$ cat src/rtl/hgp_pkg.sv
`timescale 1ns / 1ps
// Shared types and constants for the generational handle pool.
package hgp_pkg;

  localparam int SLOT_COUNT   = 1024;
  localparam int IDX_W        = $clog2(SLOT_COUNT);
  localparam int CNT_W        = $clog2(SLOT_COUNT + 1);
  localparam int SALT_W       = 15;
  localparam int HALF_W       = 16;
  localparam int HANDLE_W     = 32;
  localparam int ACTION_W     = 2;
  localparam int STATUS_W     = 2;
  localparam int SLOT_INDEX_W = 10;
  localparam int SLOT_W       = SALT_W + 1;

  localparam logic [ACTION_W-1:0] ACT_ALLOC   = 2'd0;
  localparam logic [ACTION_W-1:0] ACT_LOOKUP  = 2'd1;
  localparam logic [ACTION_W-1:0] ACT_RELEASE = 2'd2;

  localparam logic [STATUS_W-1:0] STATUS_OK   = 2'd0;
  localparam logic [STATUS_W-1:0] STATUS_FULL = 2'd1;
  localparam logic [STATUS_W-1:0] STATUS_BAD  = 2'd2;

  typedef enum logic [1:0] {
    CLS_ALLOC,
    CLS_LOOKUP,
    CLS_RELEASE,
    CLS_BAD
  } cls_t;

  typedef struct packed {
    cls_t              cls;
    logic [IDX_W-1:0]  idx;
    logic [SALT_W-1:0] salt;
  } req_t;

  typedef enum logic [2:0] {
    S_CLEAR,
    S_IDLE,
    S_POP,
    S_GRANT,
    S_CHECK
  } state_t;

endpackage

$ cat src/rtl/hgp_front.sv
`timescale 1ns / 1ps
// Request front end: classifies incoming requests and buffers them in a two-entry queue.
module hgp_front (
  input  logic                              clk,
  input  logic                              rst,
  input  logic                              req_valid,
  output logic                              req_stall,
  input  logic [hgp_pkg::ACTION_W-1:0]      action,
  input  logic [hgp_pkg::HANDLE_W-1:0]      handle,
  output logic                              q_valid,
  input  logic                              q_pop,
  output hgp_pkg::req_t                     q_head
);

  logic [hgp_pkg::HALF_W-1:0] hidx;
  logic                       in_range;
  hgp_pkg::req_t              entry;
  hgp_pkg::req_t              q_mem [2];
  logic                       wr_ptr;
  logic                       rd_ptr;
  logic [1:0]                 fill;
  logic                       push;

  assign hidx     = handle[hgp_pkg::HANDLE_W-1:hgp_pkg::HALF_W];
  assign in_range = hidx < hgp_pkg::HALF_W'(hgp_pkg::SLOT_COUNT);

  always_comb begin
    entry.idx  = hidx[hgp_pkg::IDX_W-1:0];
    entry.salt = handle[hgp_pkg::SALT_W-1:0];
    unique case (action) inside
      hgp_pkg::ACT_ALLOC: begin
        entry.cls = hgp_pkg::CLS_ALLOC;
      end
      hgp_pkg::ACT_LOOKUP, hgp_pkg::ACT_RELEASE: begin
        if (!in_range || handle[hgp_pkg::SALT_W]) begin
          entry.cls = hgp_pkg::CLS_BAD;
        end else if (action == hgp_pkg::ACT_LOOKUP) begin
          entry.cls = hgp_pkg::CLS_LOOKUP;
        end else begin
          entry.cls = hgp_pkg::CLS_RELEASE;
        end
      end
      default: begin
        entry.cls = hgp_pkg::CLS_BAD;
      end
    endcase
  end

  assign req_stall = fill == 2'd2;
  assign push      = req_valid && !req_stall;
  assign q_valid   = fill != 2'd0;
  assign q_head    = q_mem[rd_ptr];

  always_ff @(posedge clk) begin
    if (push) begin
      q_mem[wr_ptr] <= entry;
    end
    if (rst) begin
      wr_ptr <= 1'b0;
      rd_ptr <= 1'b0;
      fill   <= 2'd0;
    end else begin
      if (push) begin
        wr_ptr <= !wr_ptr;
      end
      if (q_pop) begin
        rd_ptr <= !rd_ptr;
      end
      if (push && !q_pop) begin
        fill <= fill + 2'd1;
      end else if (!push && q_pop) begin
        fill <= fill - 2'd1;
      end
    end
  end

endmodule

$ cat config.mk
export PLATFORM = sky130hd
export DESIGN_NAME = hgp_front
export DESIGN_NICKNAME = d
export VERILOG_FILES = /design/src/rtl/hgp_pkg.sv /design/src/rtl/hgp_front.sv
export SDC_FILE = /design/constraint.sdc
export NUM_CORES = 1
export LEC_CHECK = 0
export ABC_CLOCK_PERIOD_IN_PS = 1800
export BUFFER_PORTS_ARGS = -buffer_cell sky130_fd_sc_hd__buf_2
export CORE_UTILIZATION = 40
export DETAILED_ROUTE_END_ITERATION = 8
export PLACE_DENSITY = 0.79
export SYNTH_ARGS = -nofsm -noshare
export SYNTH_HDL_FRONTEND = slang
export SYNTH_SLANG_ARGS = --single-unit
export TNS_END_PERCENT = 30
$ cat constraint.sdc
create_clock -name clk -period 1.8 [get_ports clk]
set_input_delay 0.09 -clock clk [delete_from_list [all_inputs] [get_ports clk]]
set_output_delay 0.09 -clock clk [all_outputs]
set_load 0.01 [all_outputs]
==> results.json <==
{
  "status": "completed",
  "start_kind": "flop",
  "syn-cell-area_um2": 2230,
  "highest_layer": "met4",
  "initial_core_util": 0.427,
  "crit_path_cell_trace": "buf_4 -> mux2_2 -> buf_2",
  "setup_tns_ns": 0,
  "die_area_um2": 5890,
  "dr_wl_met2_um": 2110,
  "die_x_um": 76.7,
  "antenna_found_initial": 0,
  "setup_violations": 0,
  "fin_area_um2": 3110,
  "period_share": 0.885,
  "num-nets-final": 265,
  "p_comb_frac": 0.163,
  "relSlewSlack": 0.731,
  "track_usage": 0.155,
  "power_mw": 3.33,
  "die_h_um": 76.7,
  "synth-seq-area-share": 0.770,
  "clk_latency_ns": 0.32,
  "min_period_ns": 1.59,
  "avgSynthCellArea_um2": 18.8,
  "cp_max_fo": 27,
  "p_int_mw": 2.54,
  "path_clk_slew_ns": 0.06,
  "fin_worst_skew_ns": 0.00563,
  "drive_gt1_frac": 0.493,
  "hold_slack_ns": 0.0486,
  "cts_hold_buf": 26,
  "cpMaxStageDelayCell": "mux2_2",
  "synth.distinct_cells": 20,
  "cap_violations": 0,
  "ant_nets": 0,
  "slew_violations": 0,
  "slowest_delay_ns": 0.39,
  "arrival_ns": 1.50,
  "route.met3.wl_um": 259,
  "wl_met1_um": 1560,
  "dpl_cell_area_um2": 2670,
  "wl_per_cell_um": 13.4,
  "drtIter0Drc": 43,
  "ir_worst_vdd_mv": 0.894,
  "ys_warn_count": 0,
  "crit_path_end_kind": "primary output",
  "viasPerCell": 4.58,
  "postSynthRegisterBits": 59,
  "gp_congestion": 0.720,
  "cts-root-buf": "clkbuf_8",
  "grt.overflow.total": 0,
  "grt_max_degree": 28,
  "syn_inst": 119,
  "synth_fp_nets": 160,
  "core-area_um2": 5240,
  "cts_resized": 0,
  "diodes": 0,
  "crit_type": "flop to primary output",
  "p_switching_mw": 0.787,
  "hold_viol": 0,
  "totalWireLength_um": 4010,
  "clock_path_buffers": 2,
  "post-dp-hpwl_um": 2490,
  "pwr-share-seq": 0.508,
  "io_pins": 67,
  "leakage_nw": 1.23,
  "numClockSinks": 59,
  "power_density_nw_per_um2": 1070,
  "row_count": 26,
  "max_slew.worst_pin.slew_ns": 0.398,
  "drt_pass1_iterations": 4,
  "p_sw_frac": 0.236,
  "grt_pass1_wl_um": 6650,
  "max_clock_freq_mhz": 628,
  "place.port_buffers": 66,
  "cts_tree": "built",
  "power_frac_clock": 0.329,
  "numCtsBuffers": 9,
  "grt_pass1_vias": 1436,
  "rsz0062_at_grt": "no",
  "min_path_type": "input port to flop",
  "htree_levels": 3,
  "area_delta_synth_final_pct": 39.3,
  "required_ns": 1.71,
  "post_cts_buffers": 0,
  "drc_errors": 0,
  "vias": 1369
}
[power by group through the flow]
stage | logic (mW) | clock network (mW) | registers, mW
2_1_floorplan | 0.297 | 0 | 1.71
4_1_cts | 0.548 | 1.13 | 1.69
3_3_place_gp | 0.492 | 0 | 1.71
3_5_place_dp | 0.502 | 0 | 1.72
5_1_grt | 0.598 | 1.18 | 1.71
6_report | 0.541 | 1.10 | 1.69
[kinds of logic (layout without fill, tap and decap cells)]
group                      after synthesis  after routing  share of synthesized area
AOI/OAI and AO/OA                        6              6                     0.0146
buffers and inverters                    9            119                     0.0190
xor gates and xnor gates                 3              3                     0.0118
muxes                                   27             27                      0.136
adders and majority gates                3              3                     0.0168
and+or+nand+nor                         12             12                     0.0314
DFF                                     59             59                      0.770
[placed cells by master (no fill, tap or decap), types with 2 or more instances in the layout]
cell type / synthesis / layout
a21oi_1: 2 / 2
edfxtp_1: 54 / 54
xor2_1: 2 / 2
mux2_2: 27 / 27
inv_1: 6 / 6
clkinv_1: 0 / 3
a31oi_1: 2 / 2
ha_1: 3 / 3
nor2_1: 4 / 4
dlygate4sd3_1: 0 / 26
buf_4: 2 / 5
clkbuf_8: 0 / 9
clkinv_2: 0 / 2
dfxtp_1: 5 / 5
buf_2: 1 / 66
o21ai_0: 2 / 2
or3_1: 2 / 2
[per-layer routing]
layer	GRT usage	up-vias
met5	0	-
met4	0.0865	0
met3	0.0583	10
met2	0.258	49
met1	0.169	649
li1	-	661
[stage by stage]
step,utilization,setup WS [ns],std cells
global route,0.594,0.124,299
CTS,0.594,0.177,299
finish,0.594,0.207,299
floorplan,-,0.0677,119
detailed placement,0.510,0.322,257
global placement,0.510,0.364,257
[final cells by class]
class                      count  area, um^2
fill                         404        2120
sequential                    59        1720
timing repair buffer          97         628
multi-input combinational     51         470
clock buffer                   9         124
tap                           70        87.6
clock inverter                 7        58.8
inverter                       6        22.5
[final timing paths]
check | start | to | slack [ns] | depth (start not counted)
max | flop | q_head[3] | 0.21 | 3
min | q_pop | rd_ptr | 0.05 | 3
max reg2reg | fill[1] | fill[1] | 0.31 | 5
min reg2reg | wr_ptr | wr_ptr | 0.48 | 2
[sequential cells by signal, summed over array words and instances (netlist names), named ones only]
signal  flops
wr_ptr      1
rd_ptr      1
fill        2
q_mem      54
[cell usage after synthesis]
cell      count  share of area
nor2b_2       1         0.0039
nor4b_1       1         0.0039
xor2_1        2         0.0078
and2_1        1         0.0028
edfxtp_1     54           0.73
dfxtp_1       5          0.045
ha_1          3          0.017
inv_1         6          0.010
buf_4         2         0.0067
a31oi_1       2         0.0056
nor4_1        1         0.0028
a21oi_1       2         0.0045
o21ai_0       2         0.0045
buf_2         1         0.0022
nor2_1        4         0.0067
or3_1         2         0.0056
nor2b_1       1         0.0028
mux2_2       27           0.14
xnor2_1       1         0.0039
or2_2         1         0.0028
[worst max-delay path: cells and delay by family, from the launching register on]
kind,cells,cell delay (ns)
buf+inv,2,0.48
mux,1,0.39
flops,1,0.30
Note: power is estimated with default switching activity, not from simulation.
